**src/design/b74_pkg.sv**
```systemverilog
// Shared types, constants and character tables of the base-74 text codec.
package b74_pkg;

   localparam int MAX_DIGITS_DEF = 15;
   localparam int RADIX          = 74;
   localparam int NUM_W          = 64;
   localparam int DIGIT_W        = 7;
   localparam int CHAR_W         = 8;
   localparam int COUNT_W        = 4;
   localparam int LEN_MAX        = 11;
   localparam int DIV_BITS       = 8;
   localparam int DIV_CYCLES     = NUM_W / DIV_BITS;
   localparam int STEP_W         = $clog2(DIV_CYCLES);

   typedef logic [1:0] func_type;
   localparam func_type FUNC_ENC = 2'd0;
   localparam func_type FUNC_DEC = 2'd1;
   localparam func_type FUNC_LEN = 2'd2;

   typedef struct packed {
      logic     load_enc;
      logic     load_dec;
      logic     load_len;
      logic     div_step;
      logic     dec_mul;
      logic     dec_add;
      logic     len_step;
      logic     emit;
      func_type emit_kind;
      logic     emit_last;
   } cmd_type;

   typedef struct packed {
      logic slot_free;
      logic len_more;
   } status_type;

   typedef struct packed {
      logic               ok;
      logic [DIGIT_W-1:0] digit;
   } lookup_type;

   // map an alphabet position to its ASCII code
   function automatic logic [CHAR_W-1:0] digit_to_char(input logic [DIGIT_W-1:0] d);
      logic [CHAR_W-1:0] c;
      begin
         case (d) inside
            [7'd0:7'd9]:   c = 8'({1'b0, d} + 8'd48);
            [7'd10:7'd35]: c = 8'({1'b0, d} + 8'd87);
            [7'd36:7'd61]: c = 8'({1'b0, d} + 8'd29);
            7'd62:         c = 8'h20;
            7'd63:         c = 8'h2d;
            7'd64:         c = 8'h28;
            7'd65:         c = 8'h29;
            7'd66:         c = 8'h2e;
            7'd67:         c = 8'h2b;
            7'd68:         c = 8'h2a;
            7'd69:         c = 8'h2f;
            7'd70:         c = 8'h3f;
            7'd71:         c = 8'h3c;
            7'd72:         c = 8'h3e;
            7'd73:         c = 8'h5f;
            default:       c = 8'h30;
         endcase
         return c;
      end
   endfunction

   // map an ASCII code to its alphabet position; unknown codes give digit zero
   function automatic lookup_type char_to_digit(input logic [CHAR_W-1:0] c);
      lookup_type r;
      begin
         r.ok = 1'b1;
         case (c) inside
            [8'h30:8'h39]: r.digit = 7'(c - 8'd48);
            [8'h61:8'h7a]: r.digit = 7'(c - 8'd87);
            [8'h41:8'h5a]: r.digit = 7'(c - 8'd29);
            8'h20:         r.digit = 7'd62;
            8'h2d:         r.digit = 7'd63;
            8'h28:         r.digit = 7'd64;
            8'h29:         r.digit = 7'd65;
            8'h2e:         r.digit = 7'd66;
            8'h2b:         r.digit = 7'd67;
            8'h2a:         r.digit = 7'd68;
            8'h2f:         r.digit = 7'd69;
            8'h3f:         r.digit = 7'd70;
            8'h3c:         r.digit = 7'd71;
            8'h3e:         r.digit = 7'd72;
            8'h5f:         r.digit = 7'd73;
            default: begin
               r.ok    = 1'b0;
               r.digit = 7'd0;
            end
         endcase
         return r;
      end
   endfunction

   // powers of the radix, 74^1 to 74^10
   function automatic logic [NUM_W-1:0] radix_power(input logic [COUNT_W-1:0] n);
      logic [NUM_W-1:0] p;
      begin
         case (n)
            4'd1:    p = 64'd74;
            4'd2:    p = 64'd5476;
            4'd3:    p = 64'd405224;
            4'd4:    p = 64'd29986576;
            4'd5:    p = 64'd2219006624;
            4'd6:    p = 64'd164206490176;
            4'd7:    p = 64'd12151280273024;
            4'd8:    p = 64'd899194740203776;
            4'd9:    p = 64'd66540410775079424;
            4'd10:   p = 64'd4923990397355877376;
            default: p = '1;
         endcase
         return p;
      end
   endfunction

endpackage

```
**src/design/b74_channels.sv**
```systemverilog
// Request and response channel interfaces of the base-74 text codec.
interface b74_req_if
   import b74_pkg::*;
   ();
   logic               valid;
   logic               ready;
   func_type           func;
   logic [NUM_W-1:0]   number_in;
   logic [COUNT_W-1:0] digit_count;
   logic [CHAR_W-1:0]  char_in;
   logic               last_char;

   modport source (output valid, func, number_in, digit_count, char_in, last_char,
                   input ready);
   modport sink (input valid, func, number_in, digit_count, char_in, last_char,
                 output ready);
endinterface

interface b74_rsp_if
   import b74_pkg::*;
   ();
   logic               valid;
   logic               ready;
   logic [CHAR_W-1:0]  char_out;
   logic [NUM_W-1:0]   value_out;
   logic [COUNT_W-1:0] length_out;
   logic               bad_char;
   logic               last_out;

   modport source (output valid, char_out, value_out, length_out, bad_char, last_out,
                   input ready);
   modport sink (input valid, char_out, value_out, length_out, bad_char, last_out,
                 output ready);
endinterface

```
**src/design/b74_ctrl.sv**
```systemverilog
// Controller state machine of the base-74 text codec.
module b74_ctrl
   import b74_pkg::*;
#(
   parameter int MAX_DIGITS = MAX_DIGITS_DEF
) (
   input  logic               clock,
   input  logic               reset,
   input  logic               req_valid,
   output logic               req_ready,
   input  func_type           req_func,
   input  logic [COUNT_W-1:0] req_digit_count,
   input  logic               req_last_char,
   input  status_type         status,
   output cmd_type            cmd
);

   localparam int CAP = (MAX_DIGITS > 15) ? 15 : MAX_DIGITS;

   localparam logic [2:0] S_IDLE     = 3'd0;
   localparam logic [2:0] S_DIV      = 3'd1;
   localparam logic [2:0] S_EMIT_ENC = 3'd2;
   localparam logic [2:0] S_DEC_MUL  = 3'd3;
   localparam logic [2:0] S_DEC_ADD  = 3'd4;
   localparam logic [2:0] S_LEN      = 3'd5;
   localparam logic [2:0] S_EMIT     = 3'd6;

   logic [2:0]         state_ff, state_in;
   logic [STEP_W-1:0]  step_ff, step_in;
   logic [COUNT_W-1:0] left_ff, left_in;
   func_type           kind_ff, kind_in;
   logic               last_ff, last_in;
   logic [COUNT_W-1:0] capped;

   assign capped    = (req_digit_count > COUNT_W'(CAP)) ? COUNT_W'(CAP) : req_digit_count;
   assign req_ready = (state_ff == S_IDLE);

   always_comb begin
      state_in = state_ff;
      step_in  = step_ff;
      left_in  = left_ff;
      kind_in  = kind_ff;
      last_in  = last_ff;
      cmd      = '0;
      case (state_ff)
         S_IDLE: begin
            if (req_valid) begin
               case (req_func)
                  FUNC_ENC: begin
                     if (capped != '0) begin
                        cmd.load_enc = 1'b1;
                        left_in      = capped;
                        step_in      = '0;
                        state_in     = S_DIV;
                     end
                  end
                  FUNC_DEC: begin
                     cmd.load_dec = 1'b1;
                     last_in      = req_last_char;
                     state_in     = S_DEC_MUL;
                  end
                  FUNC_LEN: begin
                     cmd.load_len = 1'b1;
                     state_in     = S_LEN;
                  end
                  default: ;
               endcase
            end
         end
         S_DIV: begin
            cmd.div_step = 1'b1;
            step_in      = step_ff + 1'b1;
            if (step_ff == STEP_W'(DIV_CYCLES - 1)) begin
               state_in = S_EMIT_ENC;
            end
         end
         S_EMIT_ENC: begin
            if (status.slot_free) begin
               cmd.emit      = 1'b1;
               cmd.emit_kind = FUNC_ENC;
               cmd.emit_last = (left_ff == COUNT_W'(1));
               left_in       = left_ff - 1'b1;
               state_in      = (left_ff == COUNT_W'(1)) ? S_IDLE : S_DIV;
            end
         end
         S_DEC_MUL: begin
            cmd.dec_mul = 1'b1;
            state_in    = S_DEC_ADD;
         end
         S_DEC_ADD: begin
            cmd.dec_add = 1'b1;
            kind_in     = FUNC_DEC;
            state_in    = last_ff ? S_EMIT : S_IDLE;
         end
         S_LEN: begin
            cmd.len_step = 1'b1;
            if (!status.len_more) begin
               kind_in  = FUNC_LEN;
               state_in = S_EMIT;
            end
         end
         S_EMIT: begin
            if (status.slot_free) begin
               cmd.emit      = 1'b1;
               cmd.emit_kind = kind_ff;
               cmd.emit_last = 1'b1;
               state_in      = S_IDLE;
            end
         end
         default: state_in = S_IDLE;
      endcase
   end

   always_ff @(posedge clock) begin
      if (reset) begin
         state_ff <= S_IDLE;
         step_ff  <= '0;
         left_ff  <= '0;
         kind_ff  <= FUNC_ENC;
         last_ff  <= 1'b0;
      end else begin
         state_ff <= state_in;
         step_ff  <= step_in;
         left_ff  <= left_in;
         kind_ff  <= kind_in;
         last_ff  <= last_in;
      end
   end

endmodule

```
**src/design/b74_datapath.sv**
```systemverilog
// Datapath of the base-74 text codec: divider, decode accumulator, length search, output register.
module b74_datapath
   import b74_pkg::*;
(
   input  logic              clock,
   input  logic              reset,
   input  logic [NUM_W-1:0]  req_number_in,
   input  logic [CHAR_W-1:0] req_char_in,
   input  cmd_type           cmd,
   output status_type        status,
   b74_rsp_if.source         rsp
);

   logic [NUM_W-1:0]   num_ff, num_in;
   logic [DIGIT_W-1:0] rem_ff, rem_in;
   logic [DIGIT_W-1:0] digit_ff;
   logic [NUM_W-1:0]   prod_ff;
   logic [NUM_W-1:0]   weight_ff;
   logic [NUM_W-1:0]   sum_ff;
   logic               bad_ff;
   logic [COUNT_W-1:0] idx_ff;
   lookup_type         lookup;

   logic               rsp_valid_ff;
   logic [CHAR_W-1:0]  rsp_char_ff;
   logic [NUM_W-1:0]   rsp_value_ff;
   logic [COUNT_W-1:0] rsp_length_ff;
   logic               rsp_bad_ff;
   logic               rsp_last_ff;

   assign lookup = char_to_digit(req_char_in);

   // eight restoring division steps by the radix on the top byte
   always_comb begin
      logic [DIGIT_W:0]      trial;
      logic [DIV_BITS-1:0]   qbits;
      logic [DIGIT_W-1:0]    r;
      r     = rem_ff;
      qbits = '0;
      for (int j = 0; j < DIV_BITS; j++) begin
         trial = {r, num_ff[NUM_W-1-j]};
         if (trial >= (DIGIT_W+1)'(RADIX)) begin
            trial              = trial - (DIGIT_W+1)'(RADIX);
            qbits[DIV_BITS-1-j] = 1'b1;
         end
         r = trial[DIGIT_W-1:0];
      end
      rem_in = r;
      num_in = {num_ff[NUM_W-DIV_BITS-1:0], qbits};
   end

   assign status.slot_free = !rsp_valid_ff || rsp.ready;
   assign status.len_more  = (idx_ff < COUNT_W'(LEN_MAX)) && (num_ff >= radix_power(idx_ff));

   always_ff @(posedge clock) begin
      if (cmd.load_enc || cmd.load_len) begin
         num_ff <= req_number_in;
      end else if (cmd.div_step) begin
         num_ff <= num_in;
      end
      if (cmd.load_enc || (cmd.emit && cmd.emit_kind == FUNC_ENC)) begin
         rem_ff <= '0;
      end else if (cmd.div_step) begin
         rem_ff <= rem_in;
      end
      if (cmd.load_len) begin
         idx_ff <= COUNT_W'(1);
      end else if (cmd.len_step && status.len_more) begin
         idx_ff <= idx_ff + 1'b1;
      end
      if (cmd.load_dec) begin
         digit_ff <= lookup.digit;
      end
      if (cmd.dec_mul) begin
         prod_ff <= weight_ff * {{(NUM_W-DIGIT_W){1'b0}}, digit_ff};
      end
   end

   always_ff @(posedge clock) begin
      if (reset) begin
         sum_ff    <= '0;
         weight_ff <= NUM_W'(1);
         bad_ff    <= 1'b0;
      end else if (cmd.emit && cmd.emit_kind == FUNC_DEC) begin
         sum_ff    <= '0;
         weight_ff <= NUM_W'(1);
         bad_ff    <= 1'b0;
      end else begin
         if (cmd.load_dec && !lookup.ok) begin
            bad_ff <= 1'b1;
         end
         if (cmd.dec_mul) begin
            weight_ff <= (weight_ff << 6) + (weight_ff << 3) + (weight_ff << 1);
         end
         if (cmd.dec_add) begin
            sum_ff <= sum_ff + prod_ff;
         end
      end
   end

   always_ff @(posedge clock) begin
      if (reset) begin
         rsp_valid_ff <= 1'b0;
      end else if (cmd.emit) begin
         rsp_valid_ff <= 1'b1;
      end else if (rsp.ready) begin
         rsp_valid_ff <= 1'b0;
      end
   end

   always_ff @(posedge clock) begin
      if (cmd.emit) begin
         rsp_char_ff   <= '0;
         rsp_value_ff  <= '0;
         rsp_length_ff <= '0;
         rsp_bad_ff    <= 1'b0;
         rsp_last_ff   <= cmd.emit_last;
         case (cmd.emit_kind)
            FUNC_ENC: rsp_char_ff <= digit_to_char(rem_ff);
            FUNC_DEC: begin
               rsp_value_ff <= sum_ff;
               rsp_bad_ff   <= bad_ff;
            end
            FUNC_LEN: rsp_length_ff <= idx_ff;
            default: ;
         endcase
      end
   end

   assign rsp.valid      = rsp_valid_ff;
   assign rsp.char_out   = rsp_char_ff;
   assign rsp.value_out  = rsp_value_ff;
   assign rsp.length_out = rsp_length_ff;
   assign rsp.bad_char   = rsp_bad_ff;
   assign rsp.last_out   = rsp_last_ff;

endmodule

```
**src/design/base74_text_codec.sv**
```systemverilog
// Top level of the base-74 text codec: controller, datapath and checks.
//
// Words arrive on req and results leave on rsp, both valid/ready; a word moves
// at a clock edge with valid and ready high. One request is worked at a time:
// req.ready is high only while the controller is idle.
// Encode (func 0): digit_count characters (at most MAX_DIGITS), least
// significant first, the last marked by last_out. The radix-74 divider
// retires 8 quotient bits per cycle, then each digit loads the output register.
// Decode (func 1): per character, digit lookup, multiply by the place weight,
// accumulate; a character flagged last gives one word with the value.
// Length query (func 2): one compare against a power of 74 per cycle, then one
// result word.
// Unused func code and encode with zero digit count: dropped, no result.
// The output register holds a word while rsp.ready is low; the block may take
// the next request meanwhile, and stalls only when it must load a new result.
// Reset clears the decode accumulator and bad-character flag and sets the place weight to one.
module base74_text_codec
   import b74_pkg::*;
#(
   parameter int MAX_DIGITS = MAX_DIGITS_DEF
) (
   input logic        clock,
   input logic        reset,
   b74_req_if.sink    req,
   b74_rsp_if.source  rsp
);

   cmd_type    cmd;
   status_type status;

   b74_ctrl #(
      .MAX_DIGITS (MAX_DIGITS)
   ) u_ctrl (
      .clock           (clock),
      .reset           (reset),
      .req_valid       (req.valid),
      .req_ready       (req.ready),
      .req_func        (req.func),
      .req_digit_count (req.digit_count),
      .req_last_char   (req.last_char),
      .status          (status),
      .cmd             (cmd)
   );

   b74_datapath u_datapath (
      .clock         (clock),
      .reset         (reset),
      .req_number_in (req.number_in),
      .req_char_in   (req.char_in),
      .cmd           (cmd),
      .status        (status),
      .rsp           (rsp)
   );

   a_mid_word_is_char: assert property (@(posedge clock) disable iff (reset)
      rsp.valid && !rsp.last_out |-> rsp.char_out != 8'd0)
      else $error("non-final result word carries no character");

   a_length_range: assert property (@(posedge clock) disable iff (reset)
      rsp.valid && rsp.length_out != 4'd0 |->
         rsp.length_out <= 4'(LEN_MAX) && rsp.char_out == 8'd0 && rsp.value_out == '0)
      else $error("length result out of range or mixed with other fields");

   a_len_busy: assert property (@(posedge clock) disable iff (reset)
      req.valid && req.ready && req.func == FUNC_LEN |=> !req.ready)
      else $error("length query accepted without search cycle");

   a_emit_needs_slot: assert property (@(posedge clock) disable iff (reset)
      cmd.emit |-> status.slot_free)
      else $error("result loaded over a word not yet taken");

endmodule
```
**src/flat_wrapper.sv**
```systemverilog
// flat-port wrapper written by rule: the top's interface ports become plain ports
module base74_text_codec_flat import b74_pkg::*;
#(
   parameter int MAX_DIGITS = MAX_DIGITS_DEF
)
  (clock, reset, req_valid, req_func, req_number_in, req_digit_count, req_char_in, req_last_char, req_ready, rsp_valid, rsp_char_out, rsp_value_out, rsp_length_out, rsp_bad_char, rsp_last_out, rsp_ready);
  b74_req_if req_i ();
  b74_rsp_if rsp_i ();
  input logic clock;
  input logic reset;
  input wire logic [$bits(req_i.valid)-1:0] req_valid;
  input wire logic [$bits(req_i.func)-1:0] req_func;
  input wire logic [$bits(req_i.number_in)-1:0] req_number_in;
  input wire logic [$bits(req_i.digit_count)-1:0] req_digit_count;
  input wire logic [$bits(req_i.char_in)-1:0] req_char_in;
  input wire logic [$bits(req_i.last_char)-1:0] req_last_char;
  output wire logic [$bits(req_i.ready)-1:0] req_ready;
  output wire logic [$bits(rsp_i.valid)-1:0] rsp_valid;
  output wire logic [$bits(rsp_i.char_out)-1:0] rsp_char_out;
  output wire logic [$bits(rsp_i.value_out)-1:0] rsp_value_out;
  output wire logic [$bits(rsp_i.length_out)-1:0] rsp_length_out;
  output wire logic [$bits(rsp_i.bad_char)-1:0] rsp_bad_char;
  output wire logic [$bits(rsp_i.last_out)-1:0] rsp_last_out;
  input wire logic [$bits(rsp_i.ready)-1:0] rsp_ready;
  assign req_i.valid = req_valid;
  assign req_i.func = req_func;
  assign req_i.number_in = req_number_in;
  assign req_i.digit_count = req_digit_count;
  assign req_i.char_in = req_char_in;
  assign req_i.last_char = req_last_char;
  assign req_ready = req_i.ready;
  assign rsp_valid = rsp_i.valid;
  assign rsp_char_out = rsp_i.char_out;
  assign rsp_value_out = rsp_i.value_out;
  assign rsp_length_out = rsp_i.length_out;
  assign rsp_bad_char = rsp_i.bad_char;
  assign rsp_last_out = rsp_i.last_out;
  assign rsp_i.ready = rsp_ready;
  base74_text_codec #(.MAX_DIGITS(MAX_DIGITS)) u_core (.clock(clock), .reset(reset), .req(req_i), .rsp(rsp_i));
endmodule
```
**config.mk**
```make
export PLATFORM = sky130hd
export DESIGN_NAME = base74_text_codec_flat
export DESIGN_NICKNAME = d
export VERILOG_FILES = /design/src/design/b74_pkg.sv /design/src/design/b74_channels.sv /design/src/design/b74_ctrl.sv /design/src/design/b74_datapath.sv /design/src/design/base74_text_codec.sv /design/src/flat_wrapper.sv
export SDC_FILE = /design/constraint.sdc
export NUM_CORES = 2
export LEC_CHECK = 0
export CORE_MARGIN = 3
export CORE_UTILIZATION = 66
export DETAILED_ROUTE_END_ITERATION = 10
export DONT_BUFFER_PORTS = 1
export PLACE_DENSITY = 0.93
export SETUP_SLACK_MARGIN = 0.05
export SLEW_MARGIN = 0
export SYNTH_ARGS = -nofsm -noshare
export SYNTH_HDL_FRONTEND = slang
export SYNTH_SLANG_ARGS = --single-unit
```
**constraint.sdc**
```tcl
create_clock -name clock -period 8.4 [get_ports clock]
set_clock_uncertainty 0.05 [all_clocks]
set_input_delay 1.68 -clock clock [delete_from_list [all_inputs] [get_ports clock]]
set_output_delay 1.68 -clock clock [all_outputs]
set_load 0.02 [all_outputs]
```
==> flow_metrics.env <==
export IMPL_seq_power_share_pct=17.5
export IMPL_grt_setup_unrepaired="true"
export IMPL_pwr_share_clk_pct=11.7
export IMPL_slowest_delay_ns=0.63
export IMPL_p_sw_mw=9.088
export IMPL_via_count=31370
export IMPL_grt_use_total_pct=32.12
export IMPL_fillers=3805
export IMPL_cts_buffer_depth=3
export IMPL_fin_crit_ns=8.079
export IMPL_powerDensity_mw_per_mm2=447.4
export IMPL_ys_flop_type="edfxtp_1"
export IMPL_tightestPinTransition_ns=1.107
export IMPL_dpl_hpwl_mm=71.68
export IMPL_grt_max_degree=80
export IMPL_path_class="register to register"
export IMPL_final_cell_mix="nand2_1, fa_1, inv_1"
export IMPL_critPathMaxFanout=8
export IMPL_path_clk_slew_ns=0.06
export IMPL_pre_cts_ws_ns=0.3705
export IMPL_htreeDepth=2
export IMPL_fin_ws_ns=0.3211
export IMPL_final_layout_size_suffix_gt1_share_pct=5.922
export IMPL_drv_cap=0
export IMPL_min_path_type="register to register"
export IMPL_yosys_cell_types_count=99
export IMPL_hold_violations=0
export IMPL_postCtsHoldBufs=0
export IMPL_clk_latency_ns=0.62
export IMPL_setup_tns_ns=0
export IMPL_cts_tree="yes"
export IMPL_combPwrFrac_pct=70.8
export IMPL_die_w_um=247.4
export IMPL_crit_slowest_cell="or4_1"
export IMPL_first_pass_iters=6
export IMPL_viasPerCell=6.364
export IMPL_fp_dieArea_sq_mm=0.06122
export IMPL_routedWlPerCell_um=19.96
export IMPL_antenna_left=0
export IMPL_synth_edf_count=213
export IMPL_synthesis_instances=4262
export IMPL_startpoint_type="register"
export IMPL_clock_sinks=408
export IMPL_gp_congestion=0.9262
export IMPL_layout_commonest_cell="nand2_1"
export IMPL_critical_path_required_ns=8.78
export IMPL_portBuffers=0
export IMPL_post_route_util_pct=71.07
export IMPL_rows=87
export IMPL_synth_fp_nets=4988
export IMPL_drv_slew=0
export IMPL_grt_ovfl_total=0
export IMPL_p_sw_share_pct=50.10
export IMPL_leakagePower_nw=18.21
export IMPL_syn2layout_area_growth_pct=5.383
export IMPL_fin_crit_sh_pct=96.18
export IMPL_end_kind="register"
export IMPL_slew_headroom_pct=26.22
export IMPL_fmax_ghz=0.1238
export IMPL_routed_wl_mm=98.41
export IMPL_ios=163
export IMPL_drt_iter0_drc=3196
export IMPL_grt_pass1_vias=31420
export IMPL_cts_root_buf="clkbuf_16"
export IMPL_die_height_um=247.4
export IMPL_coreArea_sq_mm=0.05704
export IMPL_setup_viol=0
export IMPL_worstPathArrival_ns=8.46
export IMPL_grt_pass1_wl_mm=159.5
export IMPL_fin_nets=4860
export IMPL_antenna_found_initial=4
export IMPL_power_internal_mw=9.050
export IMPL_peakVddDrop_v=0.001671
export IMPL_cts_buffers=45
export IMPL_synth_seq_area_share_pct=26.78
export IMPL_start_util_pct=67.44
export IMPL_avgSynthCellArea_sq_um=9.026
export IMPL_ys_seq_elements=408
export IMPL_ys_async_sr_fraction_pct=0
export IMPL_syn_area_sq_mm=0.03847
export IMPL_drc_errors=0
export IMPL_run_status="completed"
export IMPL_ys_warn_count=0
[cell families (layout without fill, tap and decap cells)]
group	count (synthesis)	after routing	share of synthesized area [%]
compound gates	927	927	15.49
xor+xnor	200	200	4.573
other cells	0	3	0
buf+inv	561	470	5.513
fa+ha+maj	647	647	27.87
mux	84	84	2.456
flops	408	408	26.78
simple gates	1435	1435	17.32
[layer usage]
metal / vias to the layer above / wire [um] / track usage [%]
met5: - / 16 / 0
met4: 2 / 4436 / 13.90
met1: 15060 / 37010 / 39.92
met3: 338 / 9316 / 6.677
li1: 14290 / - / -
met2: 1682 / 47630 / 54.49
[timing repair]
item,CTS,global route
setup buffers,0,4
resized for setup,0,9
setup endpoints to repair,0,15
[through the flow]
stage / instance area, sq um / std cells / total power, mW / hold slack, ns
2_1_floorplan: 38470 / 4262 / 13.24 / 0.3818
6_report: 40540 / 4930 / 18.14 / 0.4204
4_1_cts: 40470 / 4923 / 17.88 / 0.4211
5_1_grt: 40530 / 4927 / 19.14 / 0.4419
3_5_place_dp: 38880 / 4839 / 15.68 / 0.4125
3_3_place_gp: 38880 / 4839 / 15.51 / 0.4037
[path summary, 6_finish.rpt]
path	startpoint	end	slack, ns	depth (start not counted)
worst min-delay path	u_core.u_datapath.sum_ff[11]$_SDFFE_PP0P_	u_core.u_datapath.sum_ff[11]$_SDFFE_PP0P_	0.42	2
worst min register to register	u_core.u_datapath.sum_ff[11]$_SDFFE_PP0P_	u_core.u_datapath.sum_ff[11]$_SDFFE_PP0P_	0.42	2
worst max-delay path	u_core.u_datapath.digit_ff[3]$_DFFE_PP_	u_core.u_datapath.prod_ff[61]$_DFFE_PP_	0.32	28
worst max register to register	u_core.u_datapath.digit_ff[3]$_DFFE_PP_	u_core.u_datapath.prod_ff[61]$_DFFE_PP_	0.32	28
[synth_stat cells, types with 57 or more instances]
cell      count  share of area [%]
nor3_1       59               0.77
mux2_2       65                1.9
inv_1       349                3.4
ha_1        292                9.5
xnor2_1     142                3.2
a21o_1      120                2.3
a21oi_1     341                4.4
and2_1      162                2.6
clkbuf_1    126                1.2
edfxtp_1    213                 17
nand2_1     698                6.8
fa_1        351                 18
buf_1        73               0.71
o21ai_0     143                1.9
nand3_1      71               0.92
xor2_1       57                1.3
dfxtp_1     195                 10
nor2_1      198                1.9
[power groups by stage]
stage | Clock (mW) | Combinational, mW | Sequential, mW
2_1_floorplan | 0 | 10.3 | 2.97
3_3_place_gp | 0 | 12.3 | 3.19
3_5_place_dp | 0 | 12.5 | 3.20
4_1_cts | 2.12 | 12.6 | 3.17
5_1_grt | 2.21 | 13.7 | 3.20
6_report | 2.12 | 12.8 | 3.18
[critical path, delay by kind of cell, from the launching register on]
family / cells / cell delay (ns)
adder cells (fa/ha/maj): 5 / 2.40
flip-flops: 1 / 0.51
AND/OR/NAND/NOR: 3 / 1.45
AO/OA/AOI/OAI: 16 / 2.96
buffers and inverters: 4 / 0.48
[cell type report]
cell class | instances | area (sq um) | area share [%]
well taps | 756 | 945.9 | 2.333
flip-flops and latches | 408 | 10300 | 25.42
multi-input cells | 3293 | 26110 | 64.41
diodes | 3 | 7.507 | 0.01852
clock inverters | 30 | 354.1 | 0.8735
inverters | 352 | 1324 | 3.265
repair buffers | 34 | 259.0 | 0.6389
clock buffers | 54 | 1232 | 3.040
No activity file was read; power rests on OpenSTA's default activity.
